<file path="src/rtl/rcfp_pkg.sv">
package rcfp_pkg;

  // Frame layout.
  localparam int PAYLOAD_BYTES = 22;
  localparam int ADDR_W        = $clog2(PAYLOAD_BYTES);
  localparam int NUM_CHANNELS  = 16;
  localparam int CH_IDX_W      = $clog2(NUM_CHANNELS);
  localparam int CH_W          = 11;

  // The bit buffer holds a partial channel plus one freshly read byte.
  localparam int BUF_W = CH_W + 8 - 1;
  localparam int NB_W  = $clog2(BUF_W + 1);

  localparam logic [7:0] FRAME_LEN_BYTE  = 8'h18;
  localparam logic [7:0] FRAME_TYPE_BYTE = 8'h16;
  localparam logic [7:0] CRC_POLY        = 8'hD5;

  // Configuration register indexes and reset values.
  localparam int CFG_IDX_W = 2;
  localparam int CFG_W     = 26;
  localparam logic [CFG_IDX_W-1:0] CFG_SYNC_ADDRESS = 2'd0;
  localparam logic [CFG_IDX_W-1:0] CFG_SCALE_Q16    = 2'd1;
  localparam logic [CFG_IDX_W-1:0] CFG_OFFSET_Q16   = 2'd2;
  localparam logic [7:0]  SYNC_ADDRESS_RST = 8'd238;
  localparam logic [15:0] SCALE_Q16_RST    = 16'd40945;
  localparam logic [25:0] OFFSET_Q16_RST   = 26'd57707027;

  // Result kinds.
  localparam logic KIND_CHANNEL   = 1'b0;
  localparam logic KIND_CRC_ERROR = 1'b1;

  typedef enum logic [4:0] {
    ST_HUNT    = 5'b00001,
    ST_LEN     = 5'b00010,
    ST_TYPE    = 5'b00100,
    ST_PAYLOAD = 5'b01000,
    ST_CRC     = 5'b10000
  } stage_t;

  // Frame verdict handed from the parser to the unpacker.
  typedef struct packed {
    logic good;
    logic bad;
  } emit_cmd_t;

  // Unpacker status seen by the parser.
  typedef struct packed {
    logic busy;
    logic out_full;
  } emit_stat_t;

  // One byte of CRC8, MSB first, no reflection.
  function automatic logic [7:0] crc8_byte(input logic [7:0] crc, input logic [7:0] b);
    logic [7:0] c;
    c = crc ^ b;
    for (int i = 0; i < 8; i++) begin
      c = c[7] ? ((c << 1) ^ CRC_POLY) : (c << 1);
    end
    return c;
  endfunction

  // The CRC covers the type byte first, so every frame starts from this value.
  localparam logic [7:0] CRC_SEED = crc8_byte(8'h00, FRAME_TYPE_BYTE);

endpackage

</file>
<file path="src/rtl/rcfp_store.sv">
module rcfp_store (
  input  logic                        clk,
  input  logic                        we,
  input  logic [rcfp_pkg::ADDR_W-1:0] waddr,
  input  logic [7:0]                  wdata,
  input  logic                        re,
  input  logic [rcfp_pkg::ADDR_W-1:0] raddr,
  output logic [7:0]                  rdata
);
  import rcfp_pkg::*;

  logic [7:0] mem [0:PAYLOAD_BYTES-1];
  logic [7:0] rdata_r;

  always_ff @(posedge clk) begin
    if (we) begin
      mem[waddr] <= wdata;
    end
  end

  always_ff @(posedge clk) begin
    if (re) begin
      rdata_r <= mem[raddr];
    end
  end

  assign rdata = rdata_r;

endmodule

</file>
<file path="src/rtl/rcfp_parser.sv">
module rcfp_parser (
  input  logic                        clk,
  input  logic                        rst_n,
  input  logic                        in_valid,
  output logic                        in_stall,
  input  logic [7:0]                  in_rx_byte,
  input  logic [7:0]                  sync_address,
  input  rcfp_pkg::emit_stat_t        stat,
  output logic                        mem_we,
  output logic [rcfp_pkg::ADDR_W-1:0] mem_waddr,
  output logic [7:0]                  mem_wdata,
  output rcfp_pkg::emit_cmd_t         cmd,
  output logic [31:0]                 good_frames,
  output logic [31:0]                 bad_frames
);
  import rcfp_pkg::*;

  stage_t            stage_r, stage_nxt;
  logic [ADDR_W-1:0] cnt_r, cnt_nxt, cnt_inc;
  logic [7:0]        crc_r, crc_nxt;
  logic [31:0]       good_r, good_nxt;
  logic [31:0]       err_r, err_nxt;
  emit_cmd_t         cmd_r, cmd_nxt;
  logic              accept;

  // Payload bytes wait while the unpacker still reads the store; the CRC byte
  // also waits for the result register to drain.
  assign in_stall = ((stage_r == ST_PAYLOAD) && stat.busy) ||
                    ((stage_r == ST_CRC) && (stat.busy || stat.out_full));
  assign accept   = in_valid && !in_stall;
  assign cnt_inc  = cnt_r + ADDR_W'(1);

  always_comb begin
    stage_nxt = stage_r;
    cnt_nxt   = cnt_r;
    crc_nxt   = crc_r;
    good_nxt  = good_r;
    err_nxt   = err_r;
    cmd_nxt   = '0;
    mem_we    = 1'b0;
    if (accept) begin
      case (stage_r)
        ST_LEN: begin
          stage_nxt = (in_rx_byte == FRAME_LEN_BYTE) ? ST_TYPE : ST_HUNT;
        end
        ST_TYPE: begin
          if (in_rx_byte == FRAME_TYPE_BYTE) begin
            stage_nxt = ST_PAYLOAD;
            cnt_nxt   = '0;
            crc_nxt   = CRC_SEED;
          end else begin
            stage_nxt = ST_HUNT;
          end
        end
        ST_PAYLOAD: begin
          mem_we  = 1'b1;
          crc_nxt = crc8_byte(crc_r, in_rx_byte);
          cnt_nxt = cnt_inc;
          if (cnt_inc >= ADDR_W'(PAYLOAD_BYTES)) begin
            stage_nxt = ST_CRC;
          end
        end
        ST_CRC: begin
          if (crc_r == in_rx_byte) begin
            good_nxt     = good_r + 32'd1;
            cmd_nxt.good = 1'b1;
          end else begin
            err_nxt     = err_r + 32'd1;
            cmd_nxt.bad = 1'b1;
          end
          stage_nxt = ST_HUNT;
          cnt_nxt   = '0;
        end
        default: begin
          stage_nxt = (in_rx_byte == sync_address) ? ST_LEN : ST_HUNT;
          cnt_nxt   = '0;
        end
      endcase
    end
  end

  always_ff @(posedge clk) begin
    if (!rst_n) begin
      stage_r <= ST_HUNT;
      cnt_r   <= '0;
      good_r  <= '0;
      err_r   <= '0;
      cmd_r   <= '0;
    end else begin
      stage_r <= stage_nxt;
      cnt_r   <= cnt_nxt;
      good_r  <= good_nxt;
      err_r   <= err_nxt;
      cmd_r   <= cmd_nxt;
    end
  end

  always_ff @(posedge clk) begin
    crc_r <= crc_nxt;
  end

  assign mem_waddr   = cnt_r;
  assign mem_wdata   = in_rx_byte;
  assign cmd         = cmd_r;
  assign good_frames = good_r;
  assign bad_frames  = err_r;

endmodule

</file>
<file path="src/rtl/rcfp_unpack.sv">
module rcfp_unpack (
  input  logic                          clk,
  input  logic                          rst_n,
  input  rcfp_pkg::emit_cmd_t           cmd,
  output rcfp_pkg::emit_stat_t          stat,
  output logic                          rd_en,
  output logic [rcfp_pkg::ADDR_W-1:0]   rd_addr,
  input  logic [7:0]                    rd_data,
  input  logic [15:0]                   scale_q16,
  input  logic [25:0]                   offset_q16,
  input  logic [31:0]                   good_frames,
  input  logic [31:0]                   bad_frames,
  output logic                          out_valid,
  input  logic                          out_stall,
  output logic                          out_kind,
  output logic [rcfp_pkg::CH_IDX_W-1:0] out_channel_index,
  output logic [rcfp_pkg::CH_W-1:0]     out_raw_value,
  output logic [11:0]                   out_pulse_us,
  output logic [31:0]                   out_good_frames,
  output logic [31:0]                   out_bad_frames,
  output logic                          out_last
);
  import rcfp_pkg::*;

  localparam int PROD_W = CH_W + 16;
  localparam int SUM_W  = PROD_W + 1;

  logic                busy_r;
  logic [ADDR_W-1:0]   rd_addr_r;
  logic                pend_r;
  logic [BUF_W-1:0]    buf_r, buf_nxt, buf_shift;
  logic [NB_W-1:0]     nbits_r, nbits_nxt, nb_shift;
  logic [CH_IDX_W-1:0] ch_r;
  logic                out_valid_r;
  logic                out_free, can_emit, issue;
  logic [CH_W-1:0]     raw;
  logic [PROD_W-1:0]   prod;
  logic [SUM_W-1:0]    sum;

  logic                kind_r, last_r;
  logic [CH_IDX_W-1:0] idx_r;
  logic [CH_W-1:0]     raw_r;
  logic [11:0]         pulse_r;
  logic [31:0]         good_r, err_r;

  assign out_free = !out_valid_r || !out_stall;
  assign can_emit = busy_r && (nbits_r >= NB_W'(CH_W)) && out_free;

  always_comb begin
    buf_shift = can_emit ? (buf_r >> CH_W) : buf_r;
    nb_shift  = can_emit ? (nbits_r - NB_W'(CH_W)) : nbits_r;
    buf_nxt   = buf_shift;
    nbits_nxt = nb_shift;
    if (pend_r) begin
      buf_nxt   = buf_shift | (BUF_W'(rd_data) << nb_shift);
      nbits_nxt = nb_shift + NB_W'(8);
    end
  end

  // A byte is fetched only when no read is in flight and it cannot overflow
  // the buffer.
  assign issue   = busy_r && !pend_r && (rd_addr_r < ADDR_W'(PAYLOAD_BYTES)) &&
                   (nb_shift < NB_W'(CH_W));
  assign rd_en   = issue;
  assign rd_addr = rd_addr_r;

  assign raw  = buf_r[CH_W-1:0];
  assign prod = PROD_W'(raw) * PROD_W'(scale_q16);
  assign sum  = SUM_W'(offset_q16) + SUM_W'(prod);

  always_ff @(posedge clk) begin
    if (!rst_n) begin
      busy_r      <= 1'b0;
      pend_r      <= 1'b0;
      nbits_r     <= '0;
      rd_addr_r   <= '0;
      ch_r        <= '0;
      out_valid_r <= 1'b0;
    end else begin
      if (cmd.good) begin
        busy_r    <= 1'b1;
        pend_r    <= 1'b0;
        nbits_r   <= '0;
        rd_addr_r <= '0;
        ch_r      <= '0;
      end else if (busy_r) begin
        pend_r  <= issue;
        nbits_r <= nbits_nxt;
        if (issue) begin
          rd_addr_r <= rd_addr_r + ADDR_W'(1);
        end
        if (can_emit) begin
          ch_r <= ch_r + CH_IDX_W'(1);
          if (ch_r == CH_IDX_W'(NUM_CHANNELS - 1)) begin
            busy_r <= 1'b0;
          end
        end
      end
      if (can_emit || cmd.bad) begin
        out_valid_r <= 1'b1;
      end else if (out_free) begin
        out_valid_r <= 1'b0;
      end
    end
  end

  // Bytes are ORed into the buffer, so it starts every frame empty.
  always_ff @(posedge clk) begin
    if (cmd.good) begin
      buf_r <= '0;
    end else if (busy_r) begin
      buf_r <= buf_nxt;
    end
    if (can_emit) begin
      kind_r  <= KIND_CHANNEL;
      idx_r   <= ch_r;
      raw_r   <= raw;
      pulse_r <= sum[SUM_W-1:16];
      good_r  <= good_frames;
      err_r   <= bad_frames;
      last_r  <= (ch_r == CH_IDX_W'(NUM_CHANNELS - 1));
    end else if (cmd.bad) begin
      kind_r  <= KIND_CRC_ERROR;
      idx_r   <= '0;
      raw_r   <= '0;
      pulse_r <= '0;
      good_r  <= good_frames;
      err_r   <= bad_frames;
      last_r  <= 1'b1;
    end
  end

  assign stat.busy         = busy_r;
  assign stat.out_full     = out_valid_r;
  assign out_valid         = out_valid_r;
  assign out_kind          = kind_r;
  assign out_channel_index = idx_r;
  assign out_raw_value     = raw_r;
  assign out_pulse_us      = pulse_r;
  assign out_good_frames   = good_r;
  assign out_bad_frames    = err_r;
  assign out_last          = last_r;

endmodule

</file>
<file path="src/rtl/rc_channel_frame_parser.sv">
// Channel    Direction  Ports
// in         input      in_valid, in_stall, in_rx_byte
// out        output     out_valid, out_stall, out_kind .. out_last
// cfg        input      cfg_we, cfg_index, cfg_wdata
//
// One received byte is taken per cycle while in_stall is low. The type byte and
// the payload bytes are folded into the CRC as they arrive, and the payload goes
// into a 22-byte store with a registered read port.
// After a good CRC byte, the sixteen channels are unpacked from that store one
// byte at a time (read, then load into the bit buffer), with no new read while
// one is in flight; a bad CRC gives one error result.
// Reset (rst_n low, synchronous) returns the parser to the address hunt and
// clears both frame counters; the payload store is not cleared.
// While channels are being unpacked, payload and CRC bytes are held off with
// in_stall; header bytes keep flowing. out_stall delays the unpacker, and a
// result still held in the output register also holds off the CRC byte.
module rc_channel_frame_parser (
  input  logic                           clk,
  input  logic                           rst_n,
  input  logic                           in_valid,
  output logic                           in_stall,
  input  logic [7:0]                     in_rx_byte,
  output logic                           out_valid,
  input  logic                           out_stall,
  output logic                           out_kind,
  output logic [3:0]                     out_channel_index,
  output logic [10:0]                    out_raw_value,
  output logic [11:0]                    out_pulse_us,
  output logic [31:0]                    out_good_frames,
  output logic [31:0]                    out_bad_frames,
  output logic                           out_last,
  input  logic                           cfg_we,
  input  logic [rcfp_pkg::CFG_IDX_W-1:0] cfg_index,
  input  logic [rcfp_pkg::CFG_W-1:0]     cfg_wdata
);
  import rcfp_pkg::*;

  logic [7:0]        sync_address_r;
  logic [15:0]       scale_q16_r;
  logic [25:0]       offset_q16_r;

  emit_cmd_t         cmd;
  emit_stat_t        stat;
  logic              mem_we, rd_en;
  logic [ADDR_W-1:0] mem_waddr, rd_addr;
  logic [7:0]        mem_wdata, rd_data;
  logic [31:0]       good_frames, bad_frames;

  // Configuration registers. Writes to an unused index fall through the case.
  always_ff @(posedge clk) begin
    if (!rst_n) begin
      sync_address_r <= SYNC_ADDRESS_RST;
      scale_q16_r    <= SCALE_Q16_RST;
      offset_q16_r   <= OFFSET_Q16_RST;
    end else if (cfg_we) begin
      case (cfg_index)
        CFG_SYNC_ADDRESS: sync_address_r <= cfg_wdata[7:0];
        CFG_SCALE_Q16:    scale_q16_r    <= cfg_wdata[15:0];
        CFG_OFFSET_Q16:   offset_q16_r   <= cfg_wdata[25:0];
        default: begin
        end
      endcase
    end
  end

  // Header checks, CRC and counters; writes payload bytes into the store.
  rcfp_parser u_parser (
    .clk          (clk),
    .rst_n        (rst_n),
    .in_valid     (in_valid),
    .in_stall     (in_stall),
    .in_rx_byte   (in_rx_byte),
    .sync_address (sync_address_r),
    .stat         (stat),
    .mem_we       (mem_we),
    .mem_waddr    (mem_waddr),
    .mem_wdata    (mem_wdata),
    .cmd          (cmd),
    .good_frames  (good_frames),
    .bad_frames   (bad_frames)
  );

  // Payload store: one write port, one registered read port.
  rcfp_store u_store (
    .clk   (clk),
    .we    (mem_we),
    .waddr (mem_waddr),
    .wdata (mem_wdata),
    .re    (rd_en),
    .raddr (rd_addr),
    .rdata (rd_data)
  );

  // Reads the store back through a bit buffer, scales each channel and holds
  // the output register.
  rcfp_unpack u_unpack (
    .clk               (clk),
    .rst_n             (rst_n),
    .cmd               (cmd),
    .stat              (stat),
    .rd_en             (rd_en),
    .rd_addr           (rd_addr),
    .rd_data           (rd_data),
    .scale_q16         (scale_q16_r),
    .offset_q16        (offset_q16_r),
    .good_frames       (good_frames),
    .bad_frames        (bad_frames),
    .out_valid         (out_valid),
    .out_stall         (out_stall),
    .out_kind          (out_kind),
    .out_channel_index (out_channel_index),
    .out_raw_value     (out_raw_value),
    .out_pulse_us      (out_pulse_us),
    .out_good_frames   (out_good_frames),
    .out_bad_frames    (out_bad_frames),
    .out_last          (out_last)
  );

  // The store is never written while the unpacker is still reading it.
  a_no_write_while_unpacking: assert property (@(posedge clk) disable iff (!rst_n)
    !(mem_we && stat.busy))
    else $error("payload store written during unpacking");

  // A frame verdict never arrives while the previous frame is still unpacking.
  a_no_cmd_while_busy: assert property (@(posedge clk) disable iff (!rst_n)
    (cmd.good || cmd.bad) |-> !stat.busy && !out_valid)
    else $error("frame verdict overlaps earlier results");

  // An error transfer carries zero channel fields and closes its frame.
  a_error_result_shape: assert property (@(posedge clk) disable iff (!rst_n)
    (out_valid && out_kind == KIND_CRC_ERROR) |->
      out_last && out_channel_index == '0 && out_raw_value == '0 && out_pulse_us == '0)
    else $error("malformed crc error result");

endmodule

</file>
<file path="config.mk">
export PLATFORM = sky130hd
export DESIGN_NAME = rc_channel_frame_parser
export DESIGN_NICKNAME = d
export VERILOG_FILES = /design/src/rtl/rcfp_pkg.sv /design/src/rtl/rcfp_store.sv /design/src/rtl/rcfp_parser.sv /design/src/rtl/rcfp_unpack.sv /design/src/rtl/rc_channel_frame_parser.sv
export SDC_FILE = /design/constraint.sdc
export NUM_CORES = 1
export LEC_CHECK = 0
export BUFFER_PORTS_ARGS = -buffer_cell sky130_fd_sc_hd__buf_2
export CAP_MARGIN = 20
export CORE_ASPECT_RATIO = 1.75
export CORE_MARGIN = 5
export CORE_UTILIZATION = 25
export DETAILED_ROUTE_END_ITERATION = 12
export SYNTH_ARGS = -nofsm -noshare
export SYNTH_HDL_FRONTEND = slang
export SYNTH_SLANG_ARGS = --single-unit
export TNS_END_PERCENT = 20
</file>
<file path="constraint.sdc">
create_clock -name clk -period 7.5 [get_ports clk]
set_input_delay 0.375 -clock clk [delete_from_list [all_inputs] [get_ports clk]]
set_output_delay 0.375 -clock clk [all_outputs]
set_load 0.05 [all_outputs]
</file>
Yosys cells after proc, flatten, opt, wreduce, memory -nomap -nowiden
Memories as Yosys holds them, arrays and structs flattened. A register that Yosys moved wholly into a read port is not among the register bits. Index checks and enable logic that the tools add are counted.

Register bits: 262. Logic and storage cells: 142. Memory bits (writable): 176. Input port bits: 41. Memories kept: 1. Output and inout port bits: 95.

Reduce and logical (&&, ||, !) cells: 32. Equality and inequality tests: 13. $mul: 1. Shift-type cells: 1. $add $sub $neg: 8. Mux-type cells: 45. Magnitude comparators: 4. Bitwise operators: 13.

Memories: u_store.mem (depth 22, width 8, rd ports 1, clocked after Yosys merged registers in 1, wr ports 1, RTL line rcfp_store.sv:12) `logic [7:0] mem [0:PAYLOAD_BYTES-1];`.

Operator list (number): $mux W32 (4); $mux W8 (9); $add A32 B1 Y32 const B (2); $not A5 Y5 (8); $mux W18 (2); $add A26 B27 Y28 (1); $mul A11 B16 Y27 (1); $mux W12 (2); $mux W11 (2); $mux W5 (4); $pmux W5 S4 (1); $or A18 B18 Y18 (1); $shl A8 B5 Y18 (1); $eq A8 B5 Y1 const B (2); $eq A8 B8 Y1 (2); $pmux W8 S2 (1); $pmux W5 S3 (1); $reduce_and A3 Y1 (5); $mux W1 (14); $mux W4 (3); $reduce_and A2 Y1 (6); $add A5 B1 Y5 const B (2); $logic_and A1 B1 Y1 (8); $xor A8 B8 Y8 (1); 24 further kinds (34).

Logic depth before layout (Yosys ltp)
Gate-level depths: netlist of the first run.

Word-level depth: 18. Depth in mapped cells: 20. Gate-level depth less buffers: 18.

Modules after synthesis
A second synthesis of the first run with hierarchy kept.

Cell total of the unflattened synthesis: 2246. Area, all modules: 25400.6 µm².

By module, submodules not included: rcfp_unpack (sequential area each 3483.3 µm², area an instance 11577.4 µm², instances 1, cells an instance 1167); rcfp_store (sequential area each 5525.3 µm², area an instance 7140.6 µm², instances 1, cells an instance 344); rcfp_parser (sequential area each 1761.7 µm², area an instance 4604.4 µm², instances 1, cells an instance 526); rc_channel_frame_parser (sequential area each 1001.0 µm², area an instance 2078.2 µm², instances 1, cells an instance 209).

Worst setup path after synthesis of the first run
Ideal clock, no wire load.

Kind: reg2reg. Start point: register u_unpack.buf_r[7]. End point: register u_unpack.pulse_r[8], in the netlist u_unpack.out_pulse_us[8], data pin. Arrival: 5.582 ns. Period minus slack after synthesis: 5.734 ns. Library setup time: 0.152 ns. Buffers on the path: 2. Required time: 7.348 ns. Setup slack: 1.766 ns. Stages on the path, launching flop included: 19. Path through: dfxtp_1 -> clkbuf_1 -> clkbuf_1 -> nand2_1 -> fa_1 -> inv_1 -> fa_1 -> fa_1 -> fa_1 -> inv_1 -> fa_1 -> inv_1 -> ha_1 -> a2111oi_0 -> o21ai_0 -> nand3b_1 -> o21a_1 -> or4b_2 -> a31oi_1.

Longest elaborated chain between the ends: 3.

Ends and longest elaborated chain: start: declaration (RTL line rcfp_unpack.sv:31) `logic [BUF_W-1:0] buf_r, buf_nxt, buf_shift;`; start signal: assignment (RTL line rcfp_unpack.sv:112) `buf_r <= buf_nxt;`; $mul A11 B16 Y27 (RTL line rcfp_unpack.sv:68) `assign prod = PROD_W'(raw) * PROD_W'(scale_q16);`; $add A26 B27 Y28 (RTL line rcfp_unpack.sv:69) `assign sum = SUM_W'(offset_q16) + SUM_W'(prod);`; $mux W12 (RTL line rcfp_unpack.sv:114) `if (can_emit) begin`; end signal: assignment (RTL line rcfp_unpack.sv:118) `pulse_r <= sum[SUM_W-1:16];`; end: declaration (RTL line rcfp_unpack.sv:43) `logic [11:0] pulse_r;`.

No other way between the ends. A chain may end at the register's enable or synchronous reset.

Worst setup path after layout of the first run
Start point: register u_unpack.buf_r[3]. End point: register u_unpack.pulse_r[8], in the netlist u_unpack.out_pulse_us[8], data pin.

The elaborated chain is that of the path after synthesis.

==> summary by stage, run 1 <==
Worst setup path
The number of cells on the worst reg-to-reg path is 16. The category of the worst setup path launch point is a register. Walking the worst path, the cells encountered are nand2_1, fa_1, fa_1, inv_1, fa_1, fa_1, inv_1, fa_1, inv_1, ha_1, a2111oi_0, o21ai_0, nand3b_1, o21a_1, or4b_2, a31oi_1.

The worst setup path is captured at a register. The slowest cell on the critical path is sky130_fd_sc_hd__dfxtp_1. The worst endpoint data arrival time is ~6600 ps. The startpoint of the worst-slack reg-to-reg timing path is u_unpack.buf_r[3].

The worst register-to-register path ends at u_unpack.out_pulse_us[8]. In this design, the stage delay of the slowest critical-path cell is 810 ps. The maximum fanout encountered on the critical timing path is 19. The cell with the most instances on the worst path is sky130_fd_sc_hd__fa_1. For flop-to-flop paths, the worst setup slack is about 1400 ps. The critical setup path kind is register to register. The required arrival time at the worst endpoint is between 7000 and 8000 ps.

Global route
The overall global routing resource usage is 12.8%. Entering global routing, the biggest net connects 80 pins. After global routing the overflow that remains totals 0. The via count of the first global-routing pass came to ~17,000. The global-route wire length before repair is a little over 100,000 um. The initial antenna violation count is 10.

Finish
Leaving out fill and tap cells, the most frequent cells in the layout are sky130_fd_sc_hd__nand2_1 (297), sky130_fd_sc_hd__edfxtp_1 (284), sky130_fd_sc_hd__inv_1 (228). The number of cells in the finished layout apart from fillers is approximately 3,600. After the last flow step, the layout net total stands at about 2,500. The post-route netlist has 13.1% of its cells at a drive strength greater than 1. After filler insertion, the fill cell instance count of the layout stands at 10,000. The most frequent standard cell in the layout excluding fill and tap cells is sky130_fd_sc_hd__nand2_1.

For this run, the share of the core covered by cells in the final layout is 29.0%. Compared with the post-synthesis result, the final layout area differs by 15.4%.

Yosys
Synthesis produced a netlist with a net count of between 2,000 and 2,500. Of the post-synthesis cell area, the part taken by muxes is 6.38%. The number of synthesized flops with an enable pin is approximately 280. After Yosys synthesis, and, or, nand and nor cells account for 14.5% of the synthesized area. Synthesis handed over a netlist of 2,151 instances. The synthesized-area fraction occupied by xor and xnor cells is about 3.5%. After synthesis, the netlist uses 74 different library cells.

Summing the sequential cell areas from Yosys gives between 40% and 50% of the chip area. The synthesized area per cell is 11.3 um2. In the synthesized netlist the dominant register cell turns out to be sky130_fd_sc_hd__edfxtp_1. For this run, the number of Yosys warnings is 0. Of all flip-flops after synthesis, the portion carrying an async set or reset was 0%. Summing the areas of all compound-gate instances in the mapped netlist gives under 10% of the synthesized area. The flip-flop and latch count after synthesis is 446. The area share of fa/ha/maj cells after synthesis is between 10% and 20%. By area, the combinational part of the netlist is dominated by adder cells. The cell area after technology mapping is 24,300 um2.

Detailed routing
The number of design rule violations left after detail routing is 0. Dividing the detail-routed via count by the number of cells gives 4.49. The violation count after the first detailed-routing iteration is around 1,000. The total via count in the routed design is ~16,000. The detailed-routing iteration count for the pre-antenna-repair pass is 6. The wire length reported by the detailed router is between 60,000 and 70,000 um.

The number of routed nets with antenna violations is 0. The routed wire length per instance is between 15 and 20 um.

Die
The placeable core area is 96,700 um2. In this run the core area contains 151 standard-cell rows. The die boundary height is between 400 and 500 um. The initial utilization of the core area, before any placement, comes to 25.2%. The top-level I/O count is 136. The area of the die is between 100,000 and 150,000 um2. The floorplan step set the die width to 246 um.

Clocking
The clock net in this run drives a total of 446 sinks. CTS built an H-tree with a depth of 2. At the later pin of the worst-skew pair, clock insertion delay measures 610 ps. In this run, CTS created clock tree buffers numbering 43. The clock tree from TritonCTS is built. After clock tree synthesis, the clock-pin slew on the worst setup and hold paths is 70 ps. The cell sitting at the root of the clock tree is a sky130_fd_sc_hd__clkbuf_16. The number of setup buffers added after CTS is 0. The maximum buffer depth of the clock tree is 3.

STA
The worst path uses 81.7% of the clock period. The time the worst path needs with I/O delays and setup is ~6000 ps. The final worst hold slack is 46.2 ps. Clock skew on the completed layout was measured at about 32 ps.

The final-report hold violation count is 0. The worst-case headroom to the max-slew limit is a little under a third. Setup repair after global routing left no endpoint under its margin. The max-slew violation count is 0.

The top achievable clock speed is 163 MHz. After routing, the total negative slack on setup checks comes to 0 ps. For the pin with the worst max-slew slack, the measured transition is about 1000 ps. Setup violations remaining at the end of the flow were counted as 0.

Place
The number of placed instances, taps included, is 3,497. The final RePlAce weighted congestion is 0.891. Detailed placement finished with a half-perimeter wire length of approximately 50,000 um.

The count of buffers added on input and output ports is 135.

Job
Max-cap violations in this run came to 0.

Worst hold path
The startpoint of the worst hold path is cfg_wdata[25]. The hold-critical path endpoint is offset_q16_r[25]. The tightest min-delay check is of the primary input to register type. Counting instances, the worst hold path has a depth of 3.

Outcome
The run finished with clean final reports.

Power and ir drop
Power spread over the standard cell area amounts to between 150 and 200 nW/um2. VDD sags by at most 0.165 mV. Power comes to about 5100 uW. The leakage power is about 0.011 uW.
-- where the power goes --
group / internal (uW) / switching (uW) / total (uW)
Clock: 1300 / 1040 / 2340
Combinational: 54.1 / 98.4 / 152
Sequential: 2610 / 22.7 / 2630
-- per-stage QoR --
step                      setup slack [ps]  cell area (um2)
final                                 1370            28100
after global routing                  1070            28100
after CTS                             1380            28100
after detailed placement              1350            26400
after global placement                1470            26400
after floorplan                       1770            24300
-- layout make-up --
cell class	instances	area [um2]	area share (%)
Inverter	230	865	3.08
Clock inverter	27	354	1.26
Antenna cell	6	15.0	0.0534
Clock buffer	51	1160	4.12
Tap cell	1300	1630	5.79
Sequential cell	446	11800	41.9
Timing Repair Buffer	174	1010	3.58
Multi-Input combinational cell	1362	11300	40.2
-- registers in the layout (all words and copies together), names as in the netlist, 8 cells and up --
signal,flops
u_store.rdata,8
u_unpack.buf_r,18
offset_q16_r,26
u_unpack.out_raw_value,11
u_store.mem,176
u_unpack.out_good_frames,32
sync_address_r,8
u_parser.crc_r,8
u_parser.good_frames,32
scale_q16_r,16
u_unpack.out_pulse_us,12
u_parser.bad_frames,32
u_unpack.out_bad_frames,32
-- kinds of logic (layout without fill, tap and decap cells) --
family,Yosys count,in the layout
AO/OA/AOI/OAI,209,209
other,0,6
buffers and inverters,343,482
XOR/XNOR,98,98
AND/OR/NAND/NOR,741,741
multiplexers,92,92
flip-flops,446,446
adder cells (fa/ha/maj),222,222
-- timing repair --
item | in CTS | in global routing
gates resized for setup | 0 | 0
hold buffers | 15 | 0
endpoints found under the hold margin | 20 | 0
-- routing by layer --
layer / part of all wire (%) / vias to the layer above / global-route usage, %
li1: - / 7565 / -
met1: 39 / 8125 / 14.6
met5: 0.040 / - / 0
met3: 3.9 / 110 / 1.72
met4: 4.0 / 4 / 5.06
met2: 54 / 343 / 23.9
-- worst max path at each step --
stage / start / end / slack, ps / depth (start not counted)
after floorplan: u_unpack.buf_r[7] / u_unpack.out_pulse_us[8] / 1770 / 18
after global placement: u_unpack.buf_r[3] / u_unpack.out_pulse_us[8] / 1470 / 16
after detailed placement: u_unpack.buf_r[3] / u_unpack.out_pulse_us[8] / 1350 / 16
after CTS: u_unpack.buf_r[3] / u_unpack.out_pulse_us[8] / 1380 / 16
after global routing: u_unpack.buf_r[3] / u_unpack.out_pulse_us[8] / 1070 / 16
final: u_unpack.buf_r[3] / u_unpack.out_pulse_us[8] / 1370 / 16
-- synthesized netlist by cell type (11+ instances only) --
cell                       number  share of area [%]
sky130_fd_sc_hd__xor2_1        52                1.9
sky130_fd_sc_hd__nor3_1        27               0.56
sky130_fd_sc_hd__dfxtp_1      162                 13
sky130_fd_sc_hd__o21ai_0       34               0.70
sky130_fd_sc_hd__nor4_1        13               0.33
sky130_fd_sc_hd__xnor2_1       46                1.7
sky130_fd_sc_hd__buf_1         17               0.26
sky130_fd_sc_hd__nand3_1       59                1.2
sky130_fd_sc_hd__fa_1         151                 12
sky130_fd_sc_hd__and2_1        82                2.1
sky130_fd_sc_hd__mux4_2        50                4.6
sky130_fd_sc_hd__mux2i_1       37                1.5
sky130_fd_sc_hd__nor2_1       137                2.1
sky130_fd_sc_hd__nand2_1      297                4.6
sky130_fd_sc_hd__nand2b_1      11               0.28
sky130_fd_sc_hd__nand4_1       38               0.98
sky130_fd_sc_hd__and3_1        23               0.59
sky130_fd_sc_hd__o211ai_1      22               0.68
sky130_fd_sc_hd__clkbuf_1      87                1.3
sky130_fd_sc_hd__a21oi_1       63                1.3
sky130_fd_sc_hd__edfxtp_1     284                 35
sky130_fd_sc_hd__ha_1          71                3.6
sky130_fd_sc_hd__inv_1        228                3.5
-- critical path, delay by kind of cell (launching register included) --
kind	cells	cell delay (ps)
fa+ha+maj	6	2860
buf+inv	3	140
flops	1	810
compound gates	4	1120
simple gates	3	1030
No activity file was read; power rests on OpenSTA's default activity.
==> run 2, diff against run 1 <==
==> constraint.sdc (replaced) <==
create_clock -name clk -period 5.1 [get_ports clk]
set_input_delay 0.255 -clock clk [delete_from_list [all_inputs] [get_ports clk]]
set_output_delay 0.255 -clock clk [all_outputs]
set_load 0.05 [all_outputs]
==> summary by stage, run 2 (synthesis results as in run 1) <==
Detailed routing
The detailed-routing iteration count for the pre-antenna-repair pass was 5 (-1). The total via count in the routed design is 16,500 (+2.2%). The number of routed nets with antenna violations was 0 (unchanged).

The violation count after the first detailed-routing iteration was 785 (-25%). The wire length reported by the detailed router is 67,600 um (+1.3%). The routed wire length per instance came to 18.2 um (-2.1%). The average vias per placed instance is 4.43 (-1.3%). The number of design rule violations left after detail routing came to 0 (unchanged).

STA
The worst-case headroom to the max-slew limit was 28.0% (-2.6 points). The count of final setup violators is 3 (+3). The top achievable clock speed is 192 MHz (+18%). The time the worst path needs with I/O delays and setup is 5220 ps (-915 ps). The final worst hold slack is 77.8 ps (+31.6 ps). The actual slew at the worst max-slew pin was 1080 ps (+35.6 ps). The setup slack after layout is -115 ps (-1480 ps). The final cycle utilization of the critical path was 102% (+21 points). The max-slew violation count is 0 (unchanged). The setup clock skew after layout is 38.4 ps (+6.63 ps).

The final-report hold violation count is 0 (unchanged). Setup repair after global routing could not meet its margin everywhere. The post-route setup TNS is -195 ps (-195 ps).

Die
The top-level I/O count is 136 (unchanged). The placeable core area was 96,700 um2 (unchanged). The overall die width is 246 um (unchanged). The effective utilization at floorplan came to 25.2% (unchanged). The number of core rows came to 151 (unchanged). The die boundary height is 423 um (unchanged). The area of the die came to 104,000 um2 (unchanged).

Place
The detailed placement HPWL came to 51,100 um (+1.6%). The number of I/O port buffers came to 135 (unchanged). The cell area after placement is 27,200 um2 (+3.1%). The final RePlAce weighted congestion is 0.863 (-3.2%).

Clocking
The deepest level of the CTS H-tree is 2 (unchanged). The clock sink count is 446 (unchanged). The maximum buffer depth of the clock tree is 3 (unchanged). TritonCTS built the clock tree.

The number of CTS-inserted buffers is 43 (unchanged). The clock insertion delay at the later pin of the skew report is 600 ps (about the same). The clock-pin slew of the registers on the worst-case setup and hold paths is 80 ps (about the same). The clock root buffer master is sky130_fd_sc_hd__clkbuf_16.

Worst hold path
In this run the most critical hold path is launched from in_rx_byte[4]. The type of the worst min-delay path is primary input to register.

Power and ir drop
The relative contribution of the clock network to total power is 45.5% (-0.2 points). The internal power component was 5850 uW (+48%). The switching power as a share of total power is 22.9% (+0.31 points). The switching power is 1740 uW (+50%).

The total chip power came to 7590 uW (+48%). The total power per unit cell area came to 256 nW/um2 (+40%). The leakage power is 0.0115 uW (+6.3%). The relative contribution of combinational cells to total power is 3.8% (+0.8 points). The worst vdd rail ir drop came to 0.242 mV (+47%). The part of the power in registers was 50.7% (-0.6 points).

Finish
The top cell types in the final layout, fill and taps aside, are sky130_fd_sc_hd__nand2_1 (287), sky130_fd_sc_hd__edfxtp_1 (284), sky130_fd_sc_hd__inv_1 (214). The share of cells above drive strength 1 is 21.2% (+8.0 points). The flip-flop count of the largest register, all copies and words added came to 176 (unchanged). The footprint of the multi-input gates is 11,700 um2 (+3.3%). The area of all placed cells without fillers came to 29,600 um2 (+5.5%). The net count reported at finish is 2,643 (+4.9%). The most frequent standard cell in the layout excluding fill and tap cells is sky130_fd_sc_hd__nand2_1.

The area occupied by registers is 11,800 um2 (+0.56%). The count of filler cells inserted in the layout is 9,895 (-1.4%). The growth of design area from synthesis to finish is 21.7%. The register ranked first by flip-flop count is u_store.mem.

Global route
The initial antenna violation count is 12 (+2). The via count of the first global-routing pass is 17,500 (+3.8%). The overall global routing resource usage was 12.9% (+0.060 points). The global-route wire length before repair is 104,000 um (+0.80%). The total congestion overflow is 0 (unchanged). The maximum number of pins on one net before global-route repair is 66 (-18%).

Worst setup path
The signal on the critical path passes through buf_6, and2_4, fa_1, inv_2, fa_1, inv_1, fa_1, fa_1, inv_2, fa_1, inv_2, ha_4, a21oi_4, a31o_4, nand3b_1, o21a_4, or4b_4, a31oi_4. The worst endpoint data arrival time is 5660 ps (-920 ps). In this run the critical register-to-register path is launched from scale_q16_r[12].

The required arrival time at the worst endpoint was 5550 ps (-2400 ps). The worst setup path is of the register to register kind. The delay of the slowest critical-path stage came to 540 ps (-270 ps). The slowest cell on the critical path is sky130_fd_sc_hd__fa_1. The worst setup path is captured at a register.

The maximum fanout encountered on the critical timing path is 8 (-11). The cell with the most instances on the worst path is sky130_fd_sc_hd__fa_1. The category of the worst setup path launch point is a register. The launch point of the worst path is scale_q16_r[12].

Outcome
The flow ran to the end, but the final reports show violations. The final reports fail on negative setup slack.

Job
The max-cap check violation count was 0 (unchanged).
-- run 2: layout make-up --
cell class                 count  share of cell area, %
antenna                        8                 0.0675
clock buffer                  50                   3.82
clock inverter                30                   1.30
inverter                     230                   2.92
multi-input combinational   1362                   39.4
sequential                   446                   39.9
tap                         1300                   5.49
timing repair buffer         297                   7.07
-- run 2: worst paths after layout --
check | end | slack, ps | cells after the start
worst max-delay path | u_unpack.out_pulse_us[8] | -120 | 18
worst min-delay path | u_store.mem[6][4] | 80 | 1
worst max register to register | u_unpack.out_pulse_us[8] | -120 | 18
worst min register to register | offset_q16_r[13] | 460 | 2
-- run 2: what timing repair did --
action | CTS | global route
endpoints found under the setup margin | 12 | 12
hold endpoints to repair | 50 | 0
setup buffers | 10 | 7
pin swaps | 68 | 42
gates resized for setup | 91 | 37
hold buffers | 27 | 0
-- run 2: metal layers --
| metal | global-route usage, % | vias to the layer above | wire, um |
|---|---|---|---|
| met4 | 4.62 | 4 | 2370 |
| met2 | 25.1 | 357 | 37500 |
| met1 | 13.7 | 8195 | 24800 |
| met3 | 2.11 | 107 | 2860 |
| met5 | 0 | - | 27 |
| li1 | - | 7834 | - |
-- run 2: through the flow --
step | util [%] | instances | setup slack, ps
after floorplan | - | 2151 | -64.6
after global placement | 28.2 | 3592 | -324
after detailed placement | 28.2 | 3592 | -432
after CTS | 30.4 | 3708 | -36.2
after global routing | 30.6 | 3719 | -246
final | 30.6 | 3723 | -115
-- run 2: worst max-delay path, delay by kind of cell, from the launching register on --
| family | cells | cell delay, ps |
|---|---|---|
| DFF | 1 | 380 |
| adders and majority gates | 6 | 2790 |
| and+or+nand+nor | 3 | 800 |
| AOI/OAI and AO/OA | 4 | 780 |
| buffers and inverters | 5 | 320 |
-- run 2: power groups by stage --
stage               clock network, uW  registers (uW)  logic, uW
global placement                    0            3930        260
finish                           3450            3850        290
floorplan                           0            3920        139
global route                     3680            3840        320
CTS                              3550            3850        292
detailed placement                  0            3930        264
==> run 3, diff against run 2 <==
--- a/config.mk
+++ b/config.mk
@@ -9,7 +9,7 @@
 export CAP_MARGIN = 20
 export CORE_ASPECT_RATIO = 1.75
 export CORE_MARGIN = 5
-export CORE_UTILIZATION = 25
+export CORE_UTILIZATION = 29
 export DETAILED_ROUTE_END_ITERATION = 12
 export SYNTH_ARGS = -nofsm -noshare
 export SYNTH_HDL_FRONTEND = slang
==> summary by stage, run 3 (synthesis results as in run 1) <==
Worst hold path
The type of the worst min-delay path is primary input to register. The number of instances on the worst hold path is 4 (+3).

Power and ir drop
The relative contribution of the clock network to total power was 46.0% (+0.5 points). The worst vdd rail ir drop is 0.260 mV (+7.3%). The total power per unit cell area is 260 nW/um2 (+1.7%). The leakage power is 0.0115 uW (about the same). The switching power is 1770 uW (+1.9%). The total chip power is 7660 uW (+1.0%). The internal power component is 5890 uW (+0.78%). The part of the power in registers is 50.2% (-0.5 points).

The switching power as a share of total power is 23.1% (+0.20 points). The relative contribution of combinational cells to total power came to 3.7% (about the same).

Finish
The flip-flop count of the largest register, all copies and words added came to 176 (unchanged). From synthesis to final layout, the design area changed by 20.9%. The number of cells in the finished layout apart from fillers is 3,484 (-6.4%). The share of cells above drive strength 1 was 21.1% (-0.11 points). The library cells used most frequently in the layout, excluding fill and tap cells, are sky130_fd_sc_hd__nand2_1 (284), sky130_fd_sc_hd__edfxtp_1 (284), sky130_fd_sc_hd__inv_1 (214). Counting flops per register, the top entry is u_store.mem.

The net count reported at finish is 2,642 (-0.038%).

Detailed routing
The total via count in the routed design is 16,600 (+0.38%). The wire length reported by the detailed router is 68,300 um (+1.1%). The violation count after the first detailed-routing iteration is 976 (+24%).

The routed wire length per instance is 19.6 um (+8.0%). The average vias per placed instance is 4.75 (+7.3%). The number of routed nets with antenna violations was 0 (unchanged). The detailed-routing iteration count for the pre-antenna-repair pass was 4 (-1). The number of design rule violations left after detail routing was 0 (unchanged).

Global route
The global-route wire length before repair was 103,000 um (-0.66%). The via count of the first global-routing pass is 17,100 (-2.2%). The maximum number of pins on one net before global-route repair is 52 (-21%). The total congestion overflow is 0 (unchanged). The overall global routing resource usage is 14.8% (+2.0 points). The initial antenna violation count was 8 (-4).

Worst setup path
The required arrival time at the worst endpoint came to 5540 ps (about the same). The depth of the most critical reg-to-reg path is 18 (unchanged). The category of the worst setup path launch point is a register. The maximum fanout encountered on the critical timing path was 4 (-4). The worst setup path is captured at a register. The worst setup path is of the register to register kind. The worst endpoint data arrival time is 5610 ps (-50 ps).

STA
The final-report hold violation count is 0 (unchanged). Setup repair after global routing could not meet its margin everywhere. The max-slew violation count came to 0 (unchanged). The count of final setup violators is 4 (+1).

The final worst hold slack came to 132 ps (+54.3 ps). The post-route setup TNS was -222 ps (-26.7 ps). The final cycle utilization of the critical path is 101% (-0.86 points). The actual slew at the worst max-slew pin is 1040 ps (-32.4 ps). The top achievable clock speed came to 193 MHz (+0.85%).

The setup clock skew after layout was 35.8 ps (-2.56 ps). The setup slack after layout is -71.3 ps (+44.0 ps). The worst-case headroom to the max-slew limit is 29.9% (+1.9 points). The time the worst path needs with I/O delays and setup is 5170 ps (-44.0 ps).

Die
The effective utilization at floorplan is 29.2% (+4.0 points). The die boundary height is 393 um (-7.0%). The placeable core area is 83,400 um2 (-14%). The number of core rows is 140 (-7.3%).

The top-level I/O count is 136 (unchanged). The area of the die is 90,100 um2 (-13%). The overall die width is 229 um (-6.9%).

Outcome
The flow ran to the end, but the final reports show violations. The final reports fail on negative setup slack.

Place
The count of placed standard cells including taps is 3,353 (-6.7%). The final RePlAce weighted congestion is 0.896 (+3.9%). The pre-CTS worst setup slack came to -362 ps (+70.0 ps).

The number of I/O port buffers was 135 (unchanged). The detailed placement HPWL was 51,300 um (+0.44%).

Clocking
The clock-pin slew of the registers on the worst-case setup and hold paths is 70 ps (about the same). The clock insertion delay at the later pin of the skew report is 620 ps (+20 ps). The clock sink count was 446 (unchanged).

The maximum buffer depth of the clock tree is 3 (unchanged). The clock tree from TritonCTS is built. Clock tree synthesis selected as its root buffer the cell sky130_fd_sc_hd__clkbuf_16.

The deepest level of the CTS H-tree was 2 (unchanged). The number of CTS-inserted buffers is 44 (+2.3%).

Job
The max-cap check violation count is 0 (unchanged).
## run 3: cell count changes in the layout (fill, tap and decap cells not counted), sizes merged
cell      previous run  this run
inv                236       232
clkinv              17        13
diode                8         6
clkinvlp             2         9
clkbuf              50        51
buf                270       268
## run 3: worst paths after layout
check,startpoint,endpoint,slack [ps]
setup / recovery,u_unpack.buf_r[4],u_unpack.out_pulse_us[8],-70
hold reg to reg,offset_q16_r[14],offset_q16_r[14],450
setup reg to reg,u_unpack.buf_r[4],u_unpack.out_pulse_us[8],-70
hold / removal,in_valid,u_parser.stage_r[2],130
## run 3: power by group through the flow
stage	clock network, uW	registers [uW]	logic (uW)
3_3_place_gp	0	3930	262
3_5_place_dp	0	3930	263
4_1_cts	3640	3850	290
5_1_grt	3770	3850	318
2_1_floorplan	0	3920	139
6_report	3530	3850	287
## run 3: what timing repair did
action                                  4_1_cts  5_1_grt
gates cloned                                  2        0
endpoints found under the setup margin       12       12
setup buffers                                14        2
gates resized for setup                      83       28
hold buffers                                 27        0
pin swaps                                    57       20
hold endpoints to repair                     51        0
## run 3: layer usage
metal	vias up	part of all wire, %	GRT usage [%]
met2	349	56	28.7
met3	117	4.0	2.25
li1	7824	-	-
met5	-	0.040	0
met1	8266	36	16.0
met4	4	3.9	5.73
## run 3: through the flow
stage,utilization (%),area [um2]
global route,35.3,29400
global placement,32.4,27000
finish,35.3,29400
CTS,35.2,29300
floorplan,-,24500
detailed placement,32.4,27000
## run 3: cell type report
class / instances / area, um2
inverter: 230 / 865
fill: 8192 / 53900
sequential: 446 / 11800
multi-input combinational: 1362 / 11700
timing repair buffer: 295 / 2190
clock inverter: 29 / 398
tap: 1065 / 1330
clock buffer: 51 / 1170
antenna: 6 / 15.0
## run 3: worst max-delay path, stage by stage, from the launching register on
cell and delay [ps]:
sky130_fd_sc_hd__dfxtp_4 380, sky130_fd_sc_hd__buf_12 120, sky130_fd_sc_hd__buf_16 120, sky130_fd_sc_hd__nand2_4 50, sky130_fd_sc_hd__fa_2 560, sky130_fd_sc_hd__fa_1 430
sky130_fd_sc_hd__inv_2 80, sky130_fd_sc_hd__fa_2 440, sky130_fd_sc_hd__fa_1 510, sky130_fd_sc_hd__inv_1 50, sky130_fd_sc_hd__fa_1 470, sky130_fd_sc_hd__inv_1 40
sky130_fd_sc_hd__ha_2 180, sky130_fd_sc_hd__a2111oi_4 350, sky130_fd_sc_hd__o21ai_2 120, sky130_fd_sc_hd__nand3b_1 220, sky130_fd_sc_hd__o21a_4 250, sky130_fd_sc_hd__or4b_4 470
sky130_fd_sc_hd__a31oi_1 170
